===== src/design/iuhb_pkg.sv =====
// Shared types and constants for the IPv4/UDP header builder.
// No dependencies; the other design files, apart from iuhb_if, refer to this package by scope.
`default_nettype none

package iuhb_pkg;

    // Item opcodes
    localparam logic OP_START = 1'b0;
    localparam logic OP_DATA  = 1'b1;

    // Configuration register indexes (byte address = 4 * index)
    localparam logic [2:0] REG_SRC_ADDR  = 3'd0;
    localparam logic [2:0] REG_DST_ADDR  = 3'd1;
    localparam logic [2:0] REG_SRC_PORT  = 3'd2;
    localparam logic [2:0] REG_DST_PORT  = 3'd3;
    localparam logic [2:0] REG_IDENT     = 3'd4;
    localparam logic [2:0] REG_FLAGS     = 3'd5;
    localparam logic [2:0] REG_TTL       = 3'd6;

    // Register reset values
    localparam logic [15:0] RST_IDENT = 16'h1234;
    localparam logic [15:0] RST_FLAGS = 16'h8000;
    localparam logic [7:0]  RST_TTL   = 8'd64;

    // Header constants
    localparam logic [7:0]  C_VER_IHL     = 8'h45;
    localparam logic [7:0]  C_TOS         = 8'h00;
    localparam logic [7:0]  C_PROTO_UDP   = 8'd17;
    localparam logic [15:0] C_IP_HDR_LEN  = 16'd20;
    localparam logic [15:0] C_UDP_HDR_LEN = 16'd8;
    localparam logic [4:0]  C_HDR_LAST    = 5'd27;

    // Configuration values as seen by the datapath
    typedef struct packed {
        logic [31:0] src_addr;
        logic [31:0] dst_addr;
        logic [15:0] src_port;
        logic [15:0] dst_port;
        logic [15:0] ident;
        logic [15:0] flags_frag;
        logic [7:0]  ttl;
    } t_cfg;

    // Command passed from the classifier to the emitter
    typedef struct packed {
        logic        is_hdr;  // 1: emit a 28-byte header, 0: emit one payload byte
        logic        last;    // marks the final byte of the packet
        logic [15:0] len;     // payload length for a header command
        logic [7:0]  data;    // payload byte for a data command
    } t_cmd;

endpackage

`default_nettype wire


===== src/design/iuhb_if.sv =====
// Valid/ready channel interfaces for the header builder's input and output beats.
// No dependencies.
`default_nettype none

interface iuhb_item_if;
    logic        valid;
    logic        ready;
    logic        opcode;
    logic [15:0] payload_length;
    logic [7:0]  data_byte;

    modport source (output valid, output opcode, output payload_length,
                    output data_byte, input ready);
    modport sink   (input valid, input opcode, input payload_length,
                    input data_byte, output ready);
endinterface

interface iuhb_result_if;
    logic       valid;
    logic       ready;
    logic [7:0] out_byte;
    logic       last_byte;

    modport source (output valid, output out_byte, output last_byte, input ready);
    modport sink   (input valid, input out_byte, input last_byte, output ready);
endinterface

`default_nettype wire


===== src/design/iuhb_regs.sv =====
// APB configuration registers plus a registered partial checksum of the fixed header words.
// Depends on iuhb_pkg.
`default_nettype none

module iuhb_regs (
    input  wire logic                i_clk,
    input  wire logic                i_rst_n,
    input  wire logic                psel,
    input  wire logic                penable,
    input  wire logic                pwrite,
    input  wire logic [4:0]          paddr,
    input  wire logic [31:0]         pwdata,
    output      logic [31:0]         prdata,
    output      logic                pready,
    output      iuhb_pkg::t_cfg      o_cfg,
    output      logic [18:0]         o_cfg_sum
);

    iuhb_pkg::t_cfg r_cfg;
    logic [2:0]     reg_idx;
    logic           wr_en;
    logic [17:0]    r_sum_a;
    logic [17:0]    r_sum_b;
    logic [18:0]    r_cfg_sum;

    assign pready  = 1'b1;
    assign reg_idx = paddr[4:2];
    assign wr_en   = psel && penable && pwrite && pready;

    // Register writes
    always_ff @(posedge i_clk) begin
        if (!i_rst_n) begin
            r_cfg.src_addr   <= '0;
            r_cfg.dst_addr   <= '0;
            r_cfg.src_port   <= '0;
            r_cfg.dst_port   <= '0;
            r_cfg.ident      <= iuhb_pkg::RST_IDENT;
            r_cfg.flags_frag <= iuhb_pkg::RST_FLAGS;
            r_cfg.ttl        <= iuhb_pkg::RST_TTL;
        end else if (wr_en) begin
            unique case (reg_idx)
                iuhb_pkg::REG_SRC_ADDR: r_cfg.src_addr   <= pwdata;
                iuhb_pkg::REG_DST_ADDR: r_cfg.dst_addr   <= pwdata;
                iuhb_pkg::REG_SRC_PORT: r_cfg.src_port   <= pwdata[15:0];
                iuhb_pkg::REG_DST_PORT: r_cfg.dst_port   <= pwdata[15:0];
                iuhb_pkg::REG_IDENT:    r_cfg.ident      <= pwdata[15:0];
                iuhb_pkg::REG_FLAGS:    r_cfg.flags_frag <= pwdata[15:0];
                iuhb_pkg::REG_TTL:      r_cfg.ttl        <= pwdata[7:0];
                default: ;
            endcase
        end
    end

    // Read mux
    always_comb begin
        unique case (reg_idx)
            iuhb_pkg::REG_SRC_ADDR: prdata = r_cfg.src_addr;
            iuhb_pkg::REG_DST_ADDR: prdata = r_cfg.dst_addr;
            iuhb_pkg::REG_SRC_PORT: prdata = {16'd0, r_cfg.src_port};
            iuhb_pkg::REG_DST_PORT: prdata = {16'd0, r_cfg.dst_port};
            iuhb_pkg::REG_IDENT:    prdata = {16'd0, r_cfg.ident};
            iuhb_pkg::REG_FLAGS:    prdata = {16'd0, r_cfg.flags_frag};
            iuhb_pkg::REG_TTL:      prdata = {24'd0, r_cfg.ttl};
            default:                prdata = '0;
        endcase
    end

    // Sum of the eight header words that do not depend on the length;
    // two register stages, settled well before any checksum byte goes out
    always_ff @(posedge i_clk) begin
        r_sum_a <= 18'({iuhb_pkg::C_VER_IHL, iuhb_pkg::C_TOS})
                 + 18'({r_cfg.ttl, iuhb_pkg::C_PROTO_UDP})
                 + 18'(r_cfg.ident)
                 + 18'(r_cfg.flags_frag);
        r_sum_b <= 18'(r_cfg.src_addr[31:16]) + 18'(r_cfg.src_addr[15:0])
                 + 18'(r_cfg.dst_addr[31:16]) + 18'(r_cfg.dst_addr[15:0]);
        r_cfg_sum <= 19'(r_sum_a) + 19'(r_sum_b);
    end

    assign o_cfg     = r_cfg;
    assign o_cfg_sum = r_cfg_sum;

endmodule

`default_nettype wire


===== src/design/iuhb_front.sv =====
// Input classifier: tracks packet state and turns accepted beats into emitter commands.
// Depends on iuhb_pkg and iuhb_if.
`default_nettype none

module iuhb_front (
    input  wire logic            i_clk,
    input  wire logic            i_rst_n,
    iuhb_item_if.sink            i_item,
    input  wire logic            i_full,
    output      logic            o_push,
    output      iuhb_pkg::t_cmd  o_cmd
);

    logic        r_in_packet;
    logic [15:0] r_bytes_left;
    logic        accept;
    logic        is_start;
    logic [15:0] left_dec;

    assign i_item.ready = !i_full;
    assign accept       = i_item.valid && !i_full;
    assign is_start     = (i_item.opcode == iuhb_pkg::OP_START);
    assign left_dec     = r_bytes_left - 16'd1;

    // Command build; data beats outside a packet are dropped
    always_comb begin
        o_push      = accept && (is_start || r_in_packet);
        o_cmd.is_hdr = is_start;
        o_cmd.len    = i_item.payload_length;
        o_cmd.data   = i_item.data_byte;
        o_cmd.last   = is_start ? (i_item.payload_length == 16'd0) : (left_dec == 16'd0);
    end

    // Packet state
    always_ff @(posedge i_clk) begin
        if (!i_rst_n) begin
            r_in_packet  <= 1'b0;
            r_bytes_left <= '0;
        end else if (accept) begin
            if (is_start) begin
                r_bytes_left <= i_item.payload_length;
                r_in_packet  <= (i_item.payload_length != 16'd0);
            end else if (r_in_packet) begin
                r_bytes_left <= left_dec;
                r_in_packet  <= (left_dec != 16'd0);
            end
        end
    end

endmodule

`default_nettype wire


===== src/design/iuhb_fifo.sv =====
// Short command queue between the classifier and the emitter, show-ahead head entry.
// Depends on iuhb_pkg.
`default_nettype none

module iuhb_fifo #(
    parameter int DEPTH = 4
) (
    input  wire logic            i_clk,
    input  wire logic            i_rst_n,
    input  wire logic            i_push,
    input  wire iuhb_pkg::t_cmd  i_cmd,
    input  wire logic            i_pop,
    output      logic            o_full,
    output      logic            o_empty,
    output      iuhb_pkg::t_cmd  o_cmd
);

    localparam int PW = (DEPTH > 1) ? $clog2(DEPTH) : 1;
    localparam int CW = $clog2(DEPTH + 1);

    iuhb_pkg::t_cmd r_mem [DEPTH];
    logic [PW-1:0]  r_wr_ptr;
    logic [PW-1:0]  r_rd_ptr;
    logic [CW-1:0]  r_count;

    function automatic logic [PW-1:0] ptr_inc(input logic [PW-1:0] p);
        ptr_inc = (p == PW'(DEPTH - 1)) ? '0 : p + PW'(1);
    endfunction

    assign o_full  = (r_count == CW'(DEPTH));
    assign o_empty = (r_count == '0);
    assign o_cmd   = r_mem[r_rd_ptr];

    // Entry storage
    always_ff @(posedge i_clk) begin
        if (i_push) begin
            r_mem[r_wr_ptr] <= i_cmd;
        end
    end

    // Pointers and fill count
    always_ff @(posedge i_clk) begin
        if (!i_rst_n) begin
            r_wr_ptr <= '0;
            r_rd_ptr <= '0;
            r_count  <= '0;
        end else begin
            if (i_push) begin
                r_wr_ptr <= ptr_inc(r_wr_ptr);
            end
            if (i_pop) begin
                r_rd_ptr <= ptr_inc(r_rd_ptr);
            end
            if (i_push && !i_pop) begin
                r_count <= r_count + CW'(1);
            end else if (!i_push && i_pop) begin
                r_count <= r_count - CW'(1);
            end
        end
    end

endmodule

`default_nettype wire


===== src/design/iuhb_back.sv =====
// Emitter: serializes header commands into 28 bytes, passes payload bytes, owns the
// output register and the header checksum. Depends on iuhb_pkg and iuhb_if.
`default_nettype none

module iuhb_back (
    input  wire logic            i_clk,
    input  wire logic            i_rst_n,
    input  wire iuhb_pkg::t_cmd  i_cmd,
    input  wire logic            i_empty,
    output      logic            o_pop,
    input  wire iuhb_pkg::t_cfg  i_cfg,
    input  wire logic [18:0]     i_cfg_sum,
    iuhb_result_if.source        o_result
);

    logic        r_out_valid;
    logic [7:0]  r_out_byte;
    logic        r_out_last;
    logic        r_hdr_busy;
    logic [4:0]  r_idx;
    logic        r_hdr_last;
    logic [15:0] r_udp_len;
    logic [15:0] r_total;
    logic [19:0] r_sum;
    logic [15:0] r_csum;
    logic [16:0] fold1;
    logic [15:0] fold2;
    logic        adv;
    logic        step;
    logic [7:0]  hdr_byte;

    assign adv   = !r_out_valid || o_result.ready;
    assign step  = adv && r_hdr_busy;
    assign o_pop = adv && !r_hdr_busy && !i_empty;

    // Checksum: length-free words plus total length, folded twice, complemented
    assign fold1 = 17'(r_sum[15:0]) + 17'(r_sum[19:16]);
    assign fold2 = fold1[15:0] + 16'(fold1[16]);

    always_ff @(posedge i_clk) begin
        r_sum  <= 20'(i_cfg_sum) + 20'(r_total);
        r_csum <= ~fold2;
    end

    // Header byte select
    always_comb begin
        unique case (r_idx)
            5'd1:    hdr_byte = iuhb_pkg::C_TOS;
            5'd2:    hdr_byte = r_total[15:8];
            5'd3:    hdr_byte = r_total[7:0];
            5'd4:    hdr_byte = i_cfg.ident[15:8];
            5'd5:    hdr_byte = i_cfg.ident[7:0];
            5'd6:    hdr_byte = i_cfg.flags_frag[15:8];
            5'd7:    hdr_byte = i_cfg.flags_frag[7:0];
            5'd8:    hdr_byte = i_cfg.ttl;
            5'd9:    hdr_byte = iuhb_pkg::C_PROTO_UDP;
            5'd10:   hdr_byte = r_csum[15:8];
            5'd11:   hdr_byte = r_csum[7:0];
            5'd12:   hdr_byte = i_cfg.src_addr[31:24];
            5'd13:   hdr_byte = i_cfg.src_addr[23:16];
            5'd14:   hdr_byte = i_cfg.src_addr[15:8];
            5'd15:   hdr_byte = i_cfg.src_addr[7:0];
            5'd16:   hdr_byte = i_cfg.dst_addr[31:24];
            5'd17:   hdr_byte = i_cfg.dst_addr[23:16];
            5'd18:   hdr_byte = i_cfg.dst_addr[15:8];
            5'd19:   hdr_byte = i_cfg.dst_addr[7:0];
            5'd20:   hdr_byte = i_cfg.src_port[15:8];
            5'd21:   hdr_byte = i_cfg.src_port[7:0];
            5'd22:   hdr_byte = i_cfg.dst_port[15:8];
            5'd23:   hdr_byte = i_cfg.dst_port[7:0];
            5'd24:   hdr_byte = r_udp_len[15:8];
            5'd25:   hdr_byte = r_udp_len[7:0];
            default: hdr_byte = 8'h00;  // UDP checksum bytes and unused codes
        endcase
    end

    // Sequencer and output valid
    always_ff @(posedge i_clk) begin
        if (!i_rst_n) begin
            r_out_valid <= 1'b0;
            r_hdr_busy  <= 1'b0;
            r_idx       <= '0;
        end else begin
            if (adv) begin
                r_out_valid <= r_hdr_busy || !i_empty;
            end
            if (step) begin
                r_idx <= r_idx + 5'd1;
                if (r_idx == iuhb_pkg::C_HDR_LAST) begin
                    r_hdr_busy <= 1'b0;
                end
            end
            if (o_pop && i_cmd.is_hdr) begin
                r_hdr_busy <= 1'b1;
                r_idx      <= 5'd1;
            end
        end
    end

    // Output beat and per-packet lengths
    always_ff @(posedge i_clk) begin
        if (step) begin
            r_out_byte <= hdr_byte;
            r_out_last <= (r_idx == iuhb_pkg::C_HDR_LAST) && r_hdr_last;
        end
        if (o_pop) begin
            if (i_cmd.is_hdr) begin
                r_out_byte <= iuhb_pkg::C_VER_IHL;
                r_out_last <= 1'b0;
                r_hdr_last <= i_cmd.last;
                r_udp_len  <= i_cmd.len + iuhb_pkg::C_UDP_HDR_LEN;
                r_total    <= i_cmd.len + iuhb_pkg::C_UDP_HDR_LEN + iuhb_pkg::C_IP_HDR_LEN;
            end else begin
                r_out_byte <= i_cmd.data;
                r_out_last <= i_cmd.last;
            end
        end
    end

    assign o_result.valid     = r_out_valid;
    assign o_result.out_byte  = r_out_byte;
    assign o_result.last_byte = r_out_last;

endmodule

`default_nettype wire


===== src/design/ipv4_udp_header_builder.sv =====
// Flow: a payload beat passes through the command queue and the output register; a start
// beat's first header byte takes the same path, followed by the other 27 header bytes.
// Throughput: one payload byte per cycle unless the output stalls; a start beat holds the
// emitter for all 28 header bytes; the queue (QUEUE_DEPTH entries) takes input until full.
// Reset (synchronous, active low): registers return to defaults, queue and packet state
// clear, output goes idle; no clearing pass.
`default_nettype none

module ipv4_udp_header_builder #(
    parameter int QUEUE_DEPTH = 4
) (
    input  wire logic        i_clk,
    input  wire logic        i_rst_n,
    iuhb_item_if.sink        i_item,
    iuhb_result_if.source    o_result,
    input  wire logic        psel,
    input  wire logic        penable,
    input  wire logic        pwrite,
    input  wire logic [4:0]  paddr,
    input  wire logic [31:0] pwdata,
    output      logic [31:0] prdata,
    output      logic        pready
);

    iuhb_pkg::t_cfg cfg;
    logic [18:0]    cfg_sum;
    iuhb_pkg::t_cmd push_cmd;
    iuhb_pkg::t_cmd head_cmd;
    logic           push;
    logic           pop;
    logic           full;
    logic           empty;

    iuhb_regs u_regs (
        .i_clk     (i_clk),
        .i_rst_n   (i_rst_n),
        .psel      (psel),
        .penable   (penable),
        .pwrite    (pwrite),
        .paddr     (paddr),
        .pwdata    (pwdata),
        .prdata    (prdata),
        .pready    (pready),
        .o_cfg     (cfg),
        .o_cfg_sum (cfg_sum)
    );

    iuhb_front u_front (
        .i_clk   (i_clk),
        .i_rst_n (i_rst_n),
        .i_item  (i_item),
        .i_full  (full),
        .o_push  (push),
        .o_cmd   (push_cmd)
    );

    iuhb_fifo #(
        .DEPTH (QUEUE_DEPTH)
    ) u_fifo (
        .i_clk   (i_clk),
        .i_rst_n (i_rst_n),
        .i_push  (push),
        .i_cmd   (push_cmd),
        .i_pop   (pop),
        .o_full  (full),
        .o_empty (empty),
        .o_cmd   (head_cmd)
    );

    iuhb_back u_back (
        .i_clk     (i_clk),
        .i_rst_n   (i_rst_n),
        .i_cmd     (head_cmd),
        .i_empty   (empty),
        .o_pop     (pop),
        .i_cfg     (cfg),
        .i_cfg_sum (cfg_sum),
        .o_result  (o_result)
    );

endmodule

`default_nettype wire


===== src/flat_wrapper.sv =====
// flat-port wrapper written by rule: the top's interface ports become plain ports
module ipv4_udp_header_builder_flat 
#(
    parameter int QUEUE_DEPTH = 4
)
  (i_clk, i_rst_n, psel, penable, pwrite, paddr, pwdata, prdata, pready, i_item_valid, i_item_opcode, i_item_payload_length, i_item_data_byte, i_item_ready, o_result_valid, o_result_out_byte, o_result_last_byte, o_result_ready);
  iuhb_item_if i_item_i ();
  iuhb_result_if o_result_i ();
  input  wire logic i_clk;
  input  wire logic i_rst_n;
  input  wire logic psel;
  input  wire logic penable;
  input  wire logic pwrite;
  input  wire logic [4:0] paddr;
  input  wire logic [31:0] pwdata;
  output      logic [31:0] prdata;
  output      logic pready;
  input wire logic [$bits(i_item_i.valid)-1:0] i_item_valid;
  input wire logic [$bits(i_item_i.opcode)-1:0] i_item_opcode;
  input wire logic [$bits(i_item_i.payload_length)-1:0] i_item_payload_length;
  input wire logic [$bits(i_item_i.data_byte)-1:0] i_item_data_byte;
  output wire logic [$bits(i_item_i.ready)-1:0] i_item_ready;
  output wire logic [$bits(o_result_i.valid)-1:0] o_result_valid;
  output wire logic [$bits(o_result_i.out_byte)-1:0] o_result_out_byte;
  output wire logic [$bits(o_result_i.last_byte)-1:0] o_result_last_byte;
  input wire logic [$bits(o_result_i.ready)-1:0] o_result_ready;
  assign i_item_i.valid = i_item_valid;
  assign i_item_i.opcode = i_item_opcode;
  assign i_item_i.payload_length = i_item_payload_length;
  assign i_item_i.data_byte = i_item_data_byte;
  assign i_item_ready = i_item_i.ready;
  assign o_result_valid = o_result_i.valid;
  assign o_result_out_byte = o_result_i.out_byte;
  assign o_result_last_byte = o_result_i.last_byte;
  assign o_result_i.ready = o_result_ready;
  ipv4_udp_header_builder #(.QUEUE_DEPTH(QUEUE_DEPTH)) u_core (.i_clk(i_clk), .i_rst_n(i_rst_n), .i_item(i_item_i), .o_result(o_result_i), .psel(psel), .penable(penable), .pwrite(pwrite), .paddr(paddr), .pwdata(pwdata), .prdata(prdata), .pready(pready));
endmodule

===== config.mk =====
export PLATFORM = sky130hd
export DESIGN_NAME = ipv4_udp_header_builder_flat
export DESIGN_NICKNAME = d
export VERILOG_FILES = /design/src/design/iuhb_pkg.sv /design/src/design/iuhb_if.sv /design/src/design/iuhb_regs.sv /design/src/design/iuhb_front.sv /design/src/design/iuhb_fifo.sv /design/src/design/iuhb_back.sv /design/src/design/ipv4_udp_header_builder.sv /design/src/flat_wrapper.sv
export SDC_FILE = /design/constraint.sdc
export NUM_CORES = 1
export LEC_CHECK = 0
export ABC_CLOCK_PERIOD_IN_PS = 4900
export CAP_MARGIN = 15
export CORE_AREA = 2 2 222 224
export CTS_CLUSTER_SIZE = 8
export DETAILED_ROUTE_END_ITERATION = 12
export DIE_AREA = 0 0 224 226
export DONT_BUFFER_PORTS = 1
export HOLD_SLACK_MARGIN = 0.02
export SYNTH_ARGS = -nofsm -noshare
export SYNTH_HDL_FRONTEND = slang
export SYNTH_SLANG_ARGS = --single-unit

===== constraint.sdc =====
create_clock -name i_clk -period 4.9 [get_ports i_clk]
set_clock_uncertainty 0.2 [all_clocks]
set_input_delay 0.49 -clock i_clk [delete_from_list [all_inputs] [get_ports i_clk]]
set_output_delay 0.49 -clock i_clk [all_outputs]
set_load 0.1 [all_outputs]

==> impl_metrics.tcl <==
set metrics [dict create \
    crit_path_end_kind "flip-flop" \
    min_to "u_core.u_front.r_bytes_left[12]" \
    htree_num_levels 2 \
    multi_input_area_sq_mm 0.01126 \
    coreArea_sq_mm 0.04834 \
    min_path_type "in -> reg" \
    die_w_um 224 \
    clk_latency_ps 630 \
    synth_top_area_share_pct 23.75 \
    r2r-end "u_core.u_regs.r_sum_b[15]" \
    cts_sinks 404 \
    synth_fp_nets 2569 \
    syn_area_sq_mm 0.02192 \
    synth.distinct_cells 88 \
    seq_area_frac_synth_pct 43.48 \
    drt-pass1-iter-count 6 \
    r2r_slack_ps 760 \
    syn-instance-count 2344 \
    ys_ff_latch 404 \
    critical_path_class "reg -> reg" \
    dp_hpwl_um 55580 \
    run_status "complete, no violations" \
    start_kind "flip-flop" \
    cts_buffers 56 \
    portBuffers 0 \
    grt_max_degree 109 \
    dp.cells 2905 \
    final-seq-area_sq_mm 0.009532 \
    timing.rr.start "u_core.u_regs.o_cfg[73]" \
    die_h_um 226 \
    fin_util_pct 51.60 \
    syn2layout_area_growth_pct 13.81 \
    synth_edf_count 144 \
    place_congestion 0.9906 \
    yosysTopAreaCell "dfxtp_1" \
    fin_crit_sh_pct 84.45 \
    final_cells 3053 \
    io_pins 113 \
    relSlewSlack_pct 21.77 \
    leakage_nw 9.200 \
    setup_ws_ps 762.0 \
    final_nets 2630 \
    slew_violations 0 \
    tightest_slew_ps 1144 \
    start_util_pct 45.34 \
    tns_ps 0 \
    clkTransAtPathRegs_ps 50 \
    hold_start "i_item_opcode" \
    cts_resized 0 \
    wl_um 74940 \
    crit_path_max_fanout 4 \
    wl_per_cell_um 24.55 \
    dieArea_sq_mm 0.05062 \
    finalSetupViolCount 0 \
    fill_cells 4422 \
    crit_required_ps 5190 \
    vdd_drop_max_mv 0.3407 \
    syn_avg_cell_area_sq_um 9.350 \
    arrival_ps 4430 \
    clock.fmax_mhz 241.7 \
    root_buffer "clkbuf_16" \
    grt_pass1_vias 17500 \
    cts_tree "built" \
    overflow 0 \
    clock_path_buffers 3 \
    drc 0 \
    ant_nets 0 \
    place_area_sq_mm 0.02269 \
    rsz0062_at_grt "no" \
    hold_depth 4 \
    via_count 18210 \
    p_per_area_mw_per_mm2 444.3 \
    drive_gt1_share_pct 7.449 \
    min_period_ps 4138 \
    grt_usage_pct 29.70 \
    async_flop_share_pct 0 \
    synth-main-ff-cell "dfxtp_1" \
    maxCapViolCount 0 \
    fp-row-count 81 \
    postCtsSetupBuffers 0 \
    netlist_top_cells_area "dfxtp_1 (24%), edfxtp_1 (20%), nand2_1 (6.5%)" \
    hold_viol_final 0 \
    yosysWarnings 0 \
    grt_pass1_wl_um 111800 \
    design_area_sq_mm 0.02494 \
    antenna_found_initial 4 \
    viasPerCell 5.963 \
    reg2reg_depth 15 \
    place_ws_ps 840.9 \
    initialDrtViolationCount 2096 \
]
==> sequential cells by signal (all words and copies together) (netlist names), 2 cells and up, named ones only <==
| register | count |
|---|---|
| u_core.u_regs.o_cfg_sum | 19 |
| u_core.u_regs.r_sum_a | 18 |
| u_core.u_back.r_total | 14 |
| u_core.u_back.r_csum | 16 |
| u_core.u_fifo.r_rd_ptr | 2 |
| u_core.u_fifo.r_mem | 104 |
| u_core.u_back.r_idx | 5 |
| u_core.u_fifo.r_count | 3 |
| u_core.u_regs.o_cfg | 136 |
| u_core.u_fifo.r_wr_ptr | 2 |
| u_core.u_back.r_udp_len | 16 |
| u_core.u_back.o_result.out_byte | 8 |
| u_core.u_back.r_sum | 20 |
| u_core.u_regs.r_sum_b | 18 |
| u_core.u_front.r_bytes_left | 16 |
==> worst max-delay path, stage by stage, from the launching register on <==
cell and delay (ps):
dfxtp_1 380, inv_1 120, fa_1 520, fa_1 520, inv_1 40, ha_1 200, inv_1 70, fa_1 200
nor2b_1 50, o21ai_0 200, a21boi_0 150, o21ai_0 250, a21o_1 230, a21oi_1 110, or4b_2 650, o2111ai_1 110
==> synthesized netlist by cell type, types with 6 or more instances <==
library cell    n
edfxtp_1      144
o221ai_1        8
clkbuf_1       86
nor3_1         34
ha_1          111
a22o_1         24
nand2_1       378
or3_1           7
nand4_1        19
a21o_1         22
and2_1         14
fa_1           45
nand2b_1       12
nor2b_1        23
o22ai_1        25
nor4_1         13
o21a_1         13
mux4_2         30
mux2i_1        47
a211oi_1       19
o21ai_0        86
o211ai_1       10
inv_1         204
dfxtp_1       260
a22oi_1        39
mux2_2         13
and3_1         10
xnor2_1        64
nand3_1        43
a32oi_1         6
a21oi_1       216
a31oi_1        11
a221oi_1       11
buf_1          14
nor2_1        143
o21bai_1        7
nor3b_1         9
xor2_1         36
==> layout make-up <==
| class | instances | area share, % |
|---|---|---|
| Inverter | 208 | 3.140 |
| Antenna cell | 1 | 0.01003 |
| Clock buffer | 80 | 6.059 |
| Sequential cell | 404 | 38.21 |
| Tap cell | 622 | 3.120 |
| Multi-Input combinational cell | 1626 | 45.14 |
| Clock inverter | 3 | 0.3210 |
| Timing Repair Buffer | 109 | 3.993 |
==> cell families after synthesis <==
family	synth area share, %
and+or+nand+nor	14.74
DFF	43.48
xor gates and xnor gates	4.070
other	0.01711
adders and majority gates	10.45
muxes	5.897
AOI/OAI and AO/OA	15.86
buffers and inverters	5.486
==> power by group <==
part	total (mW)	switching (mW)	internal [mW]
Sequential	4.79	0.754	4.03
Combinational	2.72	1.68	1.04
Clock	3.58	1.46	2.11
==> through the flow <==
step / hold WS, ps / total power [mW]
6_report: 55.31 / 11.08
5_1_grt: 77.83 / 11.58
4_1_cts: 34.59 / 11.10
3_5_place_dp: 250.3 / 7.420
3_3_place_gp: 233.4 / 7.392
2_1_floorplan: 220.0 / 6.512
==> worst max-delay path by stage <==
| stage | from | to | slack (ps) | cells after the start |
|---|---|---|---|---|
| floorplan | paddr[2] | prdata[10] | 570 | 5 |
| global placement | u_core.u_regs.o_cfg[105] | u_core.u_regs.r_sum_b[15] | 880 | 15 |
| detailed placement | u_core.u_regs.o_cfg[89] | u_core.u_regs.r_sum_b[15] | 840 | 15 |
| CTS | u_core.u_regs.o_cfg[89] | u_core.u_regs.r_sum_b[15] | 760 | 15 |
| global route | u_core.u_regs.o_cfg[105] | u_core.u_regs.r_sum_b[15] | 460 | 15 |
| finish | u_core.u_regs.o_cfg[73] | u_core.u_regs.r_sum_b[15] | 760 | 15 |
==> what timing repair did <==
action	CTS	global route
hold buffers	63	0
endpoints found under the hold margin	255	0
setup endpoints to repair	0	0
==> cells in the final DEF, fill, tap and decap left out, drive strengths merged, types with 45 or more instances in the layout <==
master	n
nor2	143
clkbuf	80
xnor2	65
inv	206
buf	46
dfxtp	260
dlygate4sd3	63
edfxtp	144
fa	45
ha	111
a21oi	216
nand2	379
mux2i	47
o21ai	87
==> layer usage <==
layer  share of wire, %  vias up  global-route usage, %
li1                   -     8350                      -
met1                 44     8784                  42.02
met2                 43      880                  44.36
met3                9.3      185                  6.414
met4                4.0        6                  11.55
met5              0.055        -                      0
Power figures use the tool's default switching activity.
